==> src/rtl/sofdf_pkg.sv <==
// ----------------------------------------------------------------------------
// sofdf_pkg
// Types and constants shared by the start/length/XOR frame deframer.
// ----------------------------------------------------------------------------
`default_nettype none

package sofdf_pkg;

    // Framing constants
    localparam logic [7:0]  SOF_BYTE      = 8'hFE;
    localparam logic [15:0] CMD_RESET     = 16'hB245;
    localparam logic [15:0] SRC_RESET     = 16'h0000;

    // Field widths
    localparam int BYTE_W   = 8;
    localparam int INDEX_W  = 9;
    localparam int STATUS_W = 2;
    localparam int WORD_W   = 16;
    localparam int CFG_IDX_W = 1;

    // Configuration register indexes
    localparam logic [CFG_IDX_W-1:0] REG_EXP_COMMAND = 1'd0;
    localparam logic [CFG_IDX_W-1:0] REG_EXP_SOURCE  = 1'd1;

    // Parser phases
    localparam logic [1:0] PH_HUNT = 2'd0;
    localparam logic [1:0] PH_LEN  = 2'd1;
    localparam logic [1:0] PH_BODY = 2'd2;

    // Frame status codes
    localparam logic [STATUS_W-1:0] ST_ACCEPT  = 2'd0;
    localparam logic [STATUS_W-1:0] ST_CHECK   = 2'd1;
    localparam logic [STATUS_W-1:0] ST_COMMAND = 2'd2;
    localparam logic [STATUS_W-1:0] ST_SOURCE  = 2'd3;

    // Configuration values seen by the parser
    typedef struct packed {
        logic [WORD_W-1:0] expected_command;
        logic [WORD_W-1:0] expected_source;
    } cfg_t;

    // One result word
    typedef struct packed {
        logic [BYTE_W-1:0]   frame_byte;
        logic [INDEX_W-1:0]  byte_index;
        logic                last;
        logic [STATUS_W-1:0] frame_status;
        logic [BYTE_W-1:0]   data_length;
    } result_t;

endpackage

`default_nettype wire

==> src/rtl/sofdf_ifs.sv <==
// ----------------------------------------------------------------------------
// sofdf_ifs
// Valid/ready channel interfaces for received bytes, results and config.
// ----------------------------------------------------------------------------
`default_nettype none

interface sofdf_rx_if;
    logic                          valid;
    logic                          ready;
    logic [sofdf_pkg::BYTE_W-1:0]  rx_byte;

    modport source (output valid, output rx_byte, input ready);
    modport sink   (input valid, input rx_byte, output ready);
endinterface

interface sofdf_frame_if;
    logic                            valid;
    logic                            ready;
    logic [sofdf_pkg::BYTE_W-1:0]    frame_byte;
    logic [sofdf_pkg::INDEX_W-1:0]   byte_index;
    logic                            last;
    logic [sofdf_pkg::STATUS_W-1:0]  frame_status;
    logic [sofdf_pkg::BYTE_W-1:0]    data_length;

    modport source (output valid, output frame_byte, output byte_index, output last,
                    output frame_status, output data_length, input ready);
    modport sink   (input valid, input frame_byte, input byte_index, input last,
                    input frame_status, input data_length, output ready);
endinterface

interface sofdf_cfg_if;
    logic                            valid;
    logic                            ready;
    logic [sofdf_pkg::CFG_IDX_W-1:0] index;
    logic [sofdf_pkg::WORD_W-1:0]    data;

    modport source (output valid, output index, output data, input ready);
    modport sink   (input valid, input index, input data, output ready);
endinterface

`default_nettype wire

==> src/rtl/sofdf_cfg_regs.sv <==
// ----------------------------------------------------------------------------
// sofdf_cfg_regs
// Expected command and source address registers.
// ----------------------------------------------------------------------------
`default_nettype none

module sofdf_cfg_regs (
    input  wire logic                            clk,
    input  wire logic                            rst_n,
    input  wire logic                            wr_en,
    input  wire logic [sofdf_pkg::CFG_IDX_W-1:0] wr_index,
    input  wire logic [sofdf_pkg::WORD_W-1:0]    wr_data,
    output sofdf_pkg::cfg_t                      cfg_vals
);

    logic [sofdf_pkg::WORD_W-1:0] exp_cmd_reg;
    logic [sofdf_pkg::WORD_W-1:0] exp_src_reg;

    // Write the addressed register
    always_ff @(posedge clk or negedge rst_n)
    begin
        if (!rst_n)
        begin
            exp_cmd_reg <= sofdf_pkg::CMD_RESET;
            exp_src_reg <= sofdf_pkg::SRC_RESET;
        end
        else if (wr_en)
        begin
            case (wr_index)
                sofdf_pkg::REG_EXP_COMMAND: exp_cmd_reg <= wr_data;
                sofdf_pkg::REG_EXP_SOURCE:  exp_src_reg <= wr_data;
                default: ;
            endcase
        end
    end

    assign cfg_vals.expected_command = exp_cmd_reg;
    assign cfg_vals.expected_source  = exp_src_reg;

endmodule

`default_nettype wire

==> src/rtl/sofdf_in_reg.sv <==
// ----------------------------------------------------------------------------
// sofdf_in_reg
// Input register stage for received bytes.
// ----------------------------------------------------------------------------
`default_nettype none

module sofdf_in_reg (
    input  wire logic                         clk,
    input  wire logic                         rst_n,
    input  wire logic                         in_valid,
    input  wire logic [sofdf_pkg::BYTE_W-1:0] in_byte,
    output logic                              in_ready,
    input  wire logic                         take,
    output logic                              held_valid,
    output logic [sofdf_pkg::BYTE_W-1:0]      held_byte
);

    logic                         valid_reg;
    logic                         valid_next;
    logic [sofdf_pkg::BYTE_W-1:0] byte_reg;

    // Accept when empty or when the held word leaves this cycle
    assign in_ready   = !valid_reg || take;
    assign valid_next = in_ready ? in_valid : valid_reg;

    always_ff @(posedge clk or negedge rst_n)
    begin
        if (!rst_n)
        begin
            valid_reg <= 1'b0;
        end
        else
        begin
            valid_reg <= valid_next;
        end
    end

    // Load payload on accept
    always_ff @(posedge clk)
    begin
        if (in_ready && in_valid)
        begin
            byte_reg <= in_byte;
        end
    end

    assign held_valid = valid_reg;
    assign held_byte  = byte_reg;

endmodule

`default_nettype wire

==> src/rtl/sofdf_parser.sv <==
// ----------------------------------------------------------------------------
// sofdf_parser
// Frame state machine, XOR check and result register.
// ----------------------------------------------------------------------------
`default_nettype none

module sofdf_parser (
    input  wire logic                         clk,
    input  wire logic                         rst_n,
    input  wire logic                         item_valid,
    input  wire logic [sofdf_pkg::BYTE_W-1:0] item_byte,
    output logic                              take,
    input  wire sofdf_pkg::cfg_t              cfg_vals,
    output logic                              res_valid,
    output sofdf_pkg::result_t                res,
    input  wire logic                         res_ready
);

    logic [1:0]                      phase_reg,  phase_next;
    logic [sofdf_pkg::BYTE_W-1:0]    len_reg,    len_next;
    logic [sofdf_pkg::INDEX_W-1:0]   remain_reg, remain_next;
    logic [sofdf_pkg::INDEX_W-1:0]   pos_reg,    pos_next;
    logic [sofdf_pkg::BYTE_W-1:0]    xor_reg,    xor_next;
    logic [sofdf_pkg::WORD_W-1:0]    cmd_reg,    cmd_next;
    logic [sofdf_pkg::WORD_W-1:0]    src_reg,    src_next;
    logic                            res_valid_reg, res_valid_next;
    sofdf_pkg::result_t              res_reg;
    sofdf_pkg::result_t              res_next;
    logic                            produce;
    logic [sofdf_pkg::STATUS_W-1:0]  status;

    // Advance when a byte waits and the result slot is free or drains this cycle
    assign take = item_valid && (!res_valid_reg || res_ready);

    // Status priority: check, then command, then source
    always_comb
    begin
        if (item_byte != xor_reg)
            status = sofdf_pkg::ST_CHECK;
        else if (cmd_reg != cfg_vals.expected_command)
            status = sofdf_pkg::ST_COMMAND;
        else if (len_reg < 8'd2 || src_reg != cfg_vals.expected_source)
            status = sofdf_pkg::ST_SOURCE;
        else
            status = sofdf_pkg::ST_ACCEPT;
    end

    // Next state and result
    always_comb
    begin
        phase_next  = phase_reg;
        len_next    = len_reg;
        remain_next = remain_reg;
        pos_next    = pos_reg;
        xor_next    = xor_reg;
        cmd_next    = cmd_reg;
        src_next    = src_reg;
        produce     = 1'b0;
        res_next.frame_byte   = item_byte;
        res_next.byte_index   = pos_reg;
        res_next.last         = 1'b0;
        res_next.frame_status = sofdf_pkg::ST_ACCEPT;
        res_next.data_length  = len_reg;

        case (phase_reg)
            sofdf_pkg::PH_LEN:
            begin
                len_next    = item_byte;
                remain_next = {1'b0, item_byte} + 9'd3;
                pos_next    = '0;
                xor_next    = item_byte;
                cmd_next    = '0;
                src_next    = '0;
                phase_next  = sofdf_pkg::PH_BODY;
            end
            sofdf_pkg::PH_BODY:
            begin
                produce = 1'b1;
                if (remain_reg <= 9'd1)
                begin
                    // Check byte closes the frame
                    res_next.last         = 1'b1;
                    res_next.frame_status = status;
                    remain_next           = '0;
                    phase_next            = sofdf_pkg::PH_HUNT;
                end
                else
                begin
                    xor_next = xor_reg ^ item_byte;
                    case (pos_reg)
                        9'd0:    cmd_next = {cmd_reg[15:8], item_byte};
                        9'd1:    cmd_next = {item_byte, cmd_reg[7:0]};
                        9'd2:    src_next = {src_reg[15:8], item_byte};
                        9'd3:    src_next = {item_byte, src_reg[7:0]};
                        default: ;
                    endcase
                    pos_next    = pos_reg + 9'd1;
                    remain_next = remain_reg - 9'd1;
                end
            end
            default:
            begin
                // Hunt for the start byte, drop everything else
                phase_next = (item_byte == sofdf_pkg::SOF_BYTE) ?
                             sofdf_pkg::PH_LEN : sofdf_pkg::PH_HUNT;
            end
        endcase
    end

    // Result slot: fill on a producing byte, drain on ready
    assign res_valid_next = take ? produce : (res_valid_reg && !res_ready);

    always_ff @(posedge clk or negedge rst_n)
    begin
        if (!rst_n)
        begin
            phase_reg     <= sofdf_pkg::PH_HUNT;
            len_reg       <= '0;
            remain_reg    <= '0;
            pos_reg       <= '0;
            xor_reg       <= '0;
            cmd_reg       <= '0;
            src_reg       <= '0;
            res_valid_reg <= 1'b0;
        end
        else
        begin
            res_valid_reg <= res_valid_next;
            if (take)
            begin
                phase_reg  <= phase_next;
                len_reg    <= len_next;
                remain_reg <= remain_next;
                pos_reg    <= pos_next;
                xor_reg    <= xor_next;
                cmd_reg    <= cmd_next;
                src_reg    <= src_next;
            end
        end
    end

    // Hold payload until the next producing byte
    always_ff @(posedge clk)
    begin
        if (take && produce)
        begin
            res_reg <= res_next;
        end
    end

    assign res_valid = res_valid_reg;
    assign res       = res_reg;

endmodule

`default_nettype wire

==> src/rtl/sof_length_xor_frame_deframer_top.sv <==
// ----------------------------------------------------------------------------
// sof_length_xor_frame_deframer_top
// Start-of-frame / length / XOR check deframer for a serial byte stream.
// ----------------------------------------------------------------------------
// The block takes one received byte per cycle, without gaps, while the result
// channel is ready. A byte passes an input register and then the frame state
// machine, which updates and loads the result register; back-pressure holds
// the byte in the input register. Start and length bytes and bytes seen while
// hunting produce no word. Each command, data and check byte leaves with its
// index; the check byte carries last and the frame status. Configuration
// writes are taken every cycle and must only occur while idle.
`default_nettype none

module sof_length_xor_frame_deframer_top (
    input  wire logic        clk,
    input  wire logic        rst_n,
    sofdf_rx_if.sink         rx,
    sofdf_frame_if.source    frame,
    sofdf_cfg_if.sink        cfg
);

    sofdf_pkg::cfg_t              cfg_vals;
    sofdf_pkg::result_t           res;
    logic                         take;
    logic                         held_valid;
    logic [sofdf_pkg::BYTE_W-1:0] held_byte;
    logic                         res_valid;

    // Config writes never stall
    assign cfg.ready = 1'b1;

    sofdf_cfg_regs u_cfg_regs (
        .clk      (clk),
        .rst_n    (rst_n),
        .wr_en    (cfg.valid),
        .wr_index (cfg.index),
        .wr_data  (cfg.data),
        .cfg_vals (cfg_vals)
    );

    sofdf_in_reg u_in_reg (
        .clk        (clk),
        .rst_n      (rst_n),
        .in_valid   (rx.valid),
        .in_byte    (rx.rx_byte),
        .in_ready   (rx.ready),
        .take       (take),
        .held_valid (held_valid),
        .held_byte  (held_byte)
    );

    sofdf_parser u_parser (
        .clk        (clk),
        .rst_n      (rst_n),
        .item_valid (held_valid),
        .item_byte  (held_byte),
        .take       (take),
        .cfg_vals   (cfg_vals),
        .res_valid  (res_valid),
        .res        (res),
        .res_ready  (frame.ready)
    );

    // Drive the result channel
    assign frame.valid        = res_valid;
    assign frame.frame_byte   = res.frame_byte;
    assign frame.byte_index   = res.byte_index;
    assign frame.last         = res.last;
    assign frame.frame_status = res.frame_status;
    assign frame.data_length  = res.data_length;

endmodule

`default_nettype wire

==> src/flat_wrapper.sv <==
// flat-port wrapper written by rule: the top's interface ports become plain ports
module sof_length_xor_frame_deframer_top_flat 
  (clk, rst_n, rx_valid, rx_rx_byte, rx_ready, frame_valid, frame_frame_byte, frame_byte_index, frame_last, frame_frame_status, frame_data_length, frame_ready, cfg_valid, cfg_index, cfg_data, cfg_ready);
  sofdf_rx_if rx_i ();
  sofdf_frame_if frame_i ();
  sofdf_cfg_if cfg_i ();
  input  wire logic clk;
  input  wire logic rst_n;
  input wire logic [$bits(rx_i.valid)-1:0] rx_valid;
  input wire logic [$bits(rx_i.rx_byte)-1:0] rx_rx_byte;
  output wire logic [$bits(rx_i.ready)-1:0] rx_ready;
  output wire logic [$bits(frame_i.valid)-1:0] frame_valid;
  output wire logic [$bits(frame_i.frame_byte)-1:0] frame_frame_byte;
  output wire logic [$bits(frame_i.byte_index)-1:0] frame_byte_index;
  output wire logic [$bits(frame_i.last)-1:0] frame_last;
  output wire logic [$bits(frame_i.frame_status)-1:0] frame_frame_status;
  output wire logic [$bits(frame_i.data_length)-1:0] frame_data_length;
  input wire logic [$bits(frame_i.ready)-1:0] frame_ready;
  input wire logic [$bits(cfg_i.valid)-1:0] cfg_valid;
  input wire logic [$bits(cfg_i.index)-1:0] cfg_index;
  input wire logic [$bits(cfg_i.data)-1:0] cfg_data;
  output wire logic [$bits(cfg_i.ready)-1:0] cfg_ready;
  assign rx_i.valid = rx_valid;
  assign rx_i.rx_byte = rx_rx_byte;
  assign rx_ready = rx_i.ready;
  assign frame_valid = frame_i.valid;
  assign frame_frame_byte = frame_i.frame_byte;
  assign frame_byte_index = frame_i.byte_index;
  assign frame_last = frame_i.last;
  assign frame_frame_status = frame_i.frame_status;
  assign frame_data_length = frame_i.data_length;
  assign frame_i.ready = frame_ready;
  assign cfg_i.valid = cfg_valid;
  assign cfg_i.index = cfg_index;
  assign cfg_i.data = cfg_data;
  assign cfg_ready = cfg_i.ready;
  sof_length_xor_frame_deframer_top u_core (.clk(clk), .rst_n(rst_n), .rx(rx_i), .frame(frame_i), .cfg(cfg_i));
endmodule
==> config.mk <==
export PLATFORM = sky130hd
export DESIGN_NAME = sof_length_xor_frame_deframer_top_flat
export DESIGN_NICKNAME = d
export VERILOG_FILES = /design/src/rtl/sofdf_pkg.sv /design/src/rtl/sofdf_ifs.sv /design/src/rtl/sofdf_cfg_regs.sv /design/src/rtl/sofdf_in_reg.sv /design/src/rtl/sofdf_parser.sv /design/src/rtl/sof_length_xor_frame_deframer_top.sv /design/src/flat_wrapper.sv
export SDC_FILE = /design/constraint.sdc
export NUM_CORES = 1
export LEC_CHECK = 0
export BUFFER_PORTS_ARGS = -buffer_cell sky130_fd_sc_hd__buf_2
export CAP_MARGIN = 30
export CORE_MARGIN = 2
export CORE_UTILIZATION = 59
export DETAILED_ROUTE_END_ITERATION = 8
export GPL_TIMING_DRIVEN = 0
export PLACE_DENSITY = 0.76
export SYNTH_ARGS = -nofsm -noshare
export SYNTH_HDL_FRONTEND = slang
export SYNTH_SLANG_ARGS = --single-unit
export TNS_END_PERCENT = 1
==> constraint.sdc <==
create_clock -name clk -period 2.8 [get_ports clk]
set_input_delay 0.84 -clock clk [delete_from_list [all_inputs] [get_ports clk]]
set_output_delay 0.84 -clock clk [all_outputs]
set_load 0.01 [all_outputs]
[Word level (Yosys, flattened, before mapping)]
Index checks and enable logic that the tools add are counted.
Storage, ports and cells
  word-level logic and storage cells: 93
  output and inout bits: 31
  register bits after elaboration: 138
Cells by class
  eq/ne operators: 19
  $add $sub $neg: 3
  bitwise logic cells: 4
  muxes and demuxes: 21
  reductions and logical operators: 24
  magnitude comparators: 2
Operators with widths (count)
  $pmux W16 S2: 4
  $pmux W9 S2: 2
  $mux W16: 2
  $ne A16 B16 Y1: 2
  $reduce_and A5 Y1: 4
  $eq A9 B2 Y1 const B: 2
  $mux W9: 2
  $ne A2 B2 Y1 const B: 8
  $pmux W8 S2: 1
  $reduce_and A2 Y1: 6
  $add A8 B2 Y9 const B: 1
  $add A9 B1 Y9 const B: 1
  $eq A9 B1 Y1 const B: 1
  $le A9 B1 Y1 const B: 1
  $logic_not A9 Y1: 1
  $sub A9 B1 Y9 const B: 1
  $eq A8 B8 Y1 const B: 1
  $lt A8 B2 Y1 const B: 1
  $mux W2: 4
  $mux W8: 1
  $ne A8 B8 Y1: 1
  $xor A8 B8 Y8: 1
  $logic_and A1 B1 Y1: 4
  $ne A2 B1 Y1 const B: 2
  11 further kinds: 19

[Longest topological paths before layout]
  depth in word-level cells: 6
  mapped depth: 9
  gate-level depth less buffers: 8

[Hierarchy]
From an unflattened synthesis, not the netlist that was laid out.
Second synthesis, totals
  cell total of the unflattened synthesis: 544
  area, all modules: 6434.9 µm²
Modules (own cells, without submodules)
  sofdf_parser: cells each 461, area each 4868.4 µm², sequential area each 2567.5 µm², times used 1
  sofdf_cfg_regs: cells each 69, area each 1261.2 µm², sequential area each 809.5 µm², times used 1
  sofdf_in_reg: cells each 12, area each 294.0 µm², sequential area each 265.3 µm², times used 1
  sof_length_xor_frame_deframer_top: cells each 2, area each 11.3 µm², sequential area each 0.0 µm², times used 1

[Worst setup path before layout]
No wires, ideal clock.
  path kind: input to register
  from: input port frame_ready
  to: register u_core.u_parser.src_reg[0] (netlist name)
  data arrival time: 2104 ps
  path slack: 571 ps
  stages on the path: 7
  buffers on the path: 2
  cell sequence: nor2b_1 > or3_1 > buf_6 > nand2b_4 > a21o_1 > buf_6 > mux2_4
On the way
  longest elaborated chain between the ends: 3
RTL lines
  start: declaration: line flat_wrapper.sv:18  | input wire logic [$bits(frame_i.ready)-1:0] frame_ready;
  $logic_or A1 B1 Y1: line sofdf_parser.sv:33  | assign take = item_valid && (!res_valid_reg || res_ready);
  $logic_and A1 B1 Y1: line sofdf_parser.sv:33
  $reduce_and A5 Y1 (no source line)
  end signal: assignment: line sofdf_parser.sv:137  | src_reg <= src_next;
  end: declaration: line sofdf_parser.sv:25  | logic [sofdf_pkg::WORD_W-1:0] src_reg, src_next;
No other way between the ends.
A chain may end at the register's enable or synchronous reset.

[Final worst setup path]
  from: register u_core.u_parser.remain_reg[1] (netlist name)
  to: register u_core.u_parser.src_reg[14] (netlist name)
On the way
  longest elaborated chain between the ends: 3
RTL lines
  start: declaration: line sofdf_parser.sv:21  | logic [sofdf_pkg::INDEX_W-1:0] remain_reg, remain_next;
  start signal: assignment: line sofdf_parser.sv:133  | remain_reg <= remain_next;
  $le A9 B1 Y1: line sofdf_parser.sv:79  | if (remain_reg <= 9'd1)
  $ne A2 B2 Y1 (no source line)
  $reduce_and A5 Y1 (no source line)
No other way between the ends.

==> impl_metrics.toml <==
[run_status]
status = "finished clean"

[timing]
hold_viol = 0
max-slew-margin-rel = 0.543
fin_crit_ns = 2.43
max_clock_freq_ghz = 0.411
post-route-period-util = 0.869
setup_slack_ns = 0.366
rsz0062_at_grt = "false"
final-setup-viol-count = 0
skew_ns = 0.00893
final_max_slew_viol_count = 0
tightest_slew_ns = 0.686

[synthesis]
yosys.area_share.adder = 0.0195
synth-seq-area-share = 0.566
synthMuxAreaShare = 0.104
async_reset_ff_frac = 0.739
synth_edf_count = 36
yosysTopAreaCell = "dfrtp_1"
ys_types = 56
synth_top_family_by_area = "simple AND/OR/NAND/NOR gates"
yosys_most_used_dff = "dfrtp_1"
ys_warn_count = 0
netlist_instances = 529
synth_seq_cells = 138
syn_area_um2 = 6430
synth-xor-area-share = 0.0817
synth_compound_area_frac = 0.0560
synth_area_leaders = "dfrtp_1, edfxtp_1, mux2_2"
syn_nets = 569
synth_top_area_frac = 0.370
synthSimpleGateAreaFrac = 0.143
syn_avg_cell_area_um2 = 12.2

[pwr]
irDropWorstVdd_mv = 0.420
p_total_w = 0.00573
power.density_nw_per_um2 = 759
leakagePower_nw = 3.25

[clock_tree]
numCtsBuffers = 17
post_cts_buffers = 0
hold_buffers = 0
clk_path_buf_depth = 2
h-tree-depth = 4
root_buffer = "clkbuf_8"
cts_tree = "yes"
cts_resized = 0
clock_latency_ns = 0.54
clk_pin_slew_worst_paths_ns = 0.06
numClockSinks = 138

[global_routing]
grt_max_degree = 71
grt_usage = 0.260
grt_pass1_vias = 4432
antenna_found_initial = 0
grt_first_pass_wirelength_mm = 22.7
grt-ovfl-total = 0

[min_path]
hp-class = "in -> async"

[floorplanning]
start_util = 0.598
die_area_um2 = 11700
pin_count = 61
die_w_um = 108
core-area_um2 = 10700
die_y_um = 108
rows = 38

[route]
detail-route-antenna-nets = 0
routed_via_density = 5.67
vias = 4321
wl_mm = 13.9
drc = 0
first_pass_iters = 4
wl_per_cell_um = 18.3
drt-initial-drc-count = 325

[critical_path]
arrival_ns = 2.88
crit_slowest_cell = "nor4_4"
cp-start-kind = "register"
path_cells = "inv_1 > ha_1 > o21bai_1 > nand4_2 > inv_2 > nor4_4 > buf_4 > nand3_1 > o21ai_0"
crit_path_max_fanout = 10
cp-end-kind = "register"
critPathTopFamily = "simple AND/OR/NAND/NOR gates"
max_stage_delay_ns = 0.51
worstSetupPathType = "reg -> reg"
critPathBufInv = 3
cp.required_ns = 3.25

[placed_design]
place_ws_ns = 0.274
dp.cells = 729
port_buffers = 59
gp_congestion = 0.851
dp_hpwl_mm = 9.68

[job]
cap_violations = 0

[final_layout]
instances_no_fill = 762
antennaDiodeCount = 0
largest_reg_flops = 28
area_growth_pct = 17.4
fin_util = 0.703
fin_nets = 649
drive_gt1_frac = 0.275
-- Yosys cell counts, types with 3 or more instances --
cell      count
buf_4         3
inv_1        10
nor4_1       11
o22ai_1       4
nor2_1       17
nor3_1        9
clkbuf_1     19
nand2_1      46
mux2_4        8
nand4_1       7
ha_1         10
mux2_2       48
nand3_1      28
edfxtp_1     36
xor2_1       35
dfrtp_1      95
dfstp_2       7
a22o_1        4
a21oi_1       6
nand2b_1      4
or3_1         5
and3_1       20
o21ai_0      29
nor4_4        3
xnor2_1      25
-- cell families (layout without fill, tap and decap cells) --
kind of cell,count (synthesis),count (layout)
mux,57,57
compound gates,57,57
simple gates,166,166
buf+inv,40,133
flops,138,138
other cells,1,1
fa+ha+maj,10,10
xor+xnor,60,60
-- metal layers --
| metal | vias to the layer above | track usage | wire, µm |
|---|---|---|---|
| li1 | 2043 | - | - |
| met1 | 2144 | 0.346 | 6150 |
| met2 | 114 | 0.413 | 6820 |
| met3 | 20 | 0.0609 | 733 |
| met4 | 0 | 0.109 | 206 |
| met5 | - | 0 | 0 |
-- cell usage in the layout, fill, tap and decap left out, types with 20 or more instances in the layout --
cell and count:
nand2_1 46, xor2_1 35, dfrtp_1 95, edfxtp_1 36
xnor2_1 25, and3_1 20, buf_2 59, clkbuf_1 24
o21ai_0 29, nand3_1 28, mux2_2 48
-- worst register-to-register path, stage by stage (launching register included) --
cell and delay, ns:
dfrtp_1 0.39, inv_1 0.09, ha_1 0.17, o21bai_1 0.25, nand4_2 0.26, inv_2 0.18, nor4_4 0.52, buf_4 0.27
nand3_1 0.09, o21ai_0 0.13
-- final timing paths --
path	start	end	slack, ns	depth (start not counted)
max reg2reg	u_core.u_parser.remain_reg[1]	u_core.u_parser.src_reg[14]	0.37	9
min in group clk	u_core.u_in_reg.held_byte[6]	u_core.u_parser.res[26]	0.45	0
max in group asynchronous	rst_n	u_core.u_cfg_regs.exp_cmd_reg[6]	1.84	2
min reg2reg	u_core.u_in_reg.held_byte[6]	u_core.u_parser.res[26]	0.45	0
max	u_core.u_parser.remain_reg[1]	u_core.u_parser.src_reg[14]	0.37	9
min	rst_n	u_core.u_cfg_regs.exp_cmd_reg[4]	0.25	1
-- power by group --
| part | total [W] | switching (W) | internal (W) |
|---|---|---|---|
| sequential | 0.00262 | 0.000261 | 0.00236 |
| clock | 0.00222 | 0.000802 | 0.00142 |
| combinational | 0.000897 | 0.000482 | 0.000416 |
-- layout make-up --
type	instances	area, µm²
flip-flops and latches	138	3640
fillers	778	3190
multi-input cells	351	2610
clock buffers	26	510
repair buffers	61	353
well taps	140	175
plain buffers	28	135
clock inverters	6	82.6
inverters	12	45.0
-- per-stage QoR --
step                instance area [µm²]  setup TNS (ns)  hold slack [ns]
floorplan                          6430               0            0.420
global placement                   6900          -12.94            0.432
detailed placement                 6930               0            0.444
CTS                                7520               0            0.248
global route                       7550               0            0.274
finish                             7550               0            0.246
No activity file was read; power rests on OpenSTA's default activity.
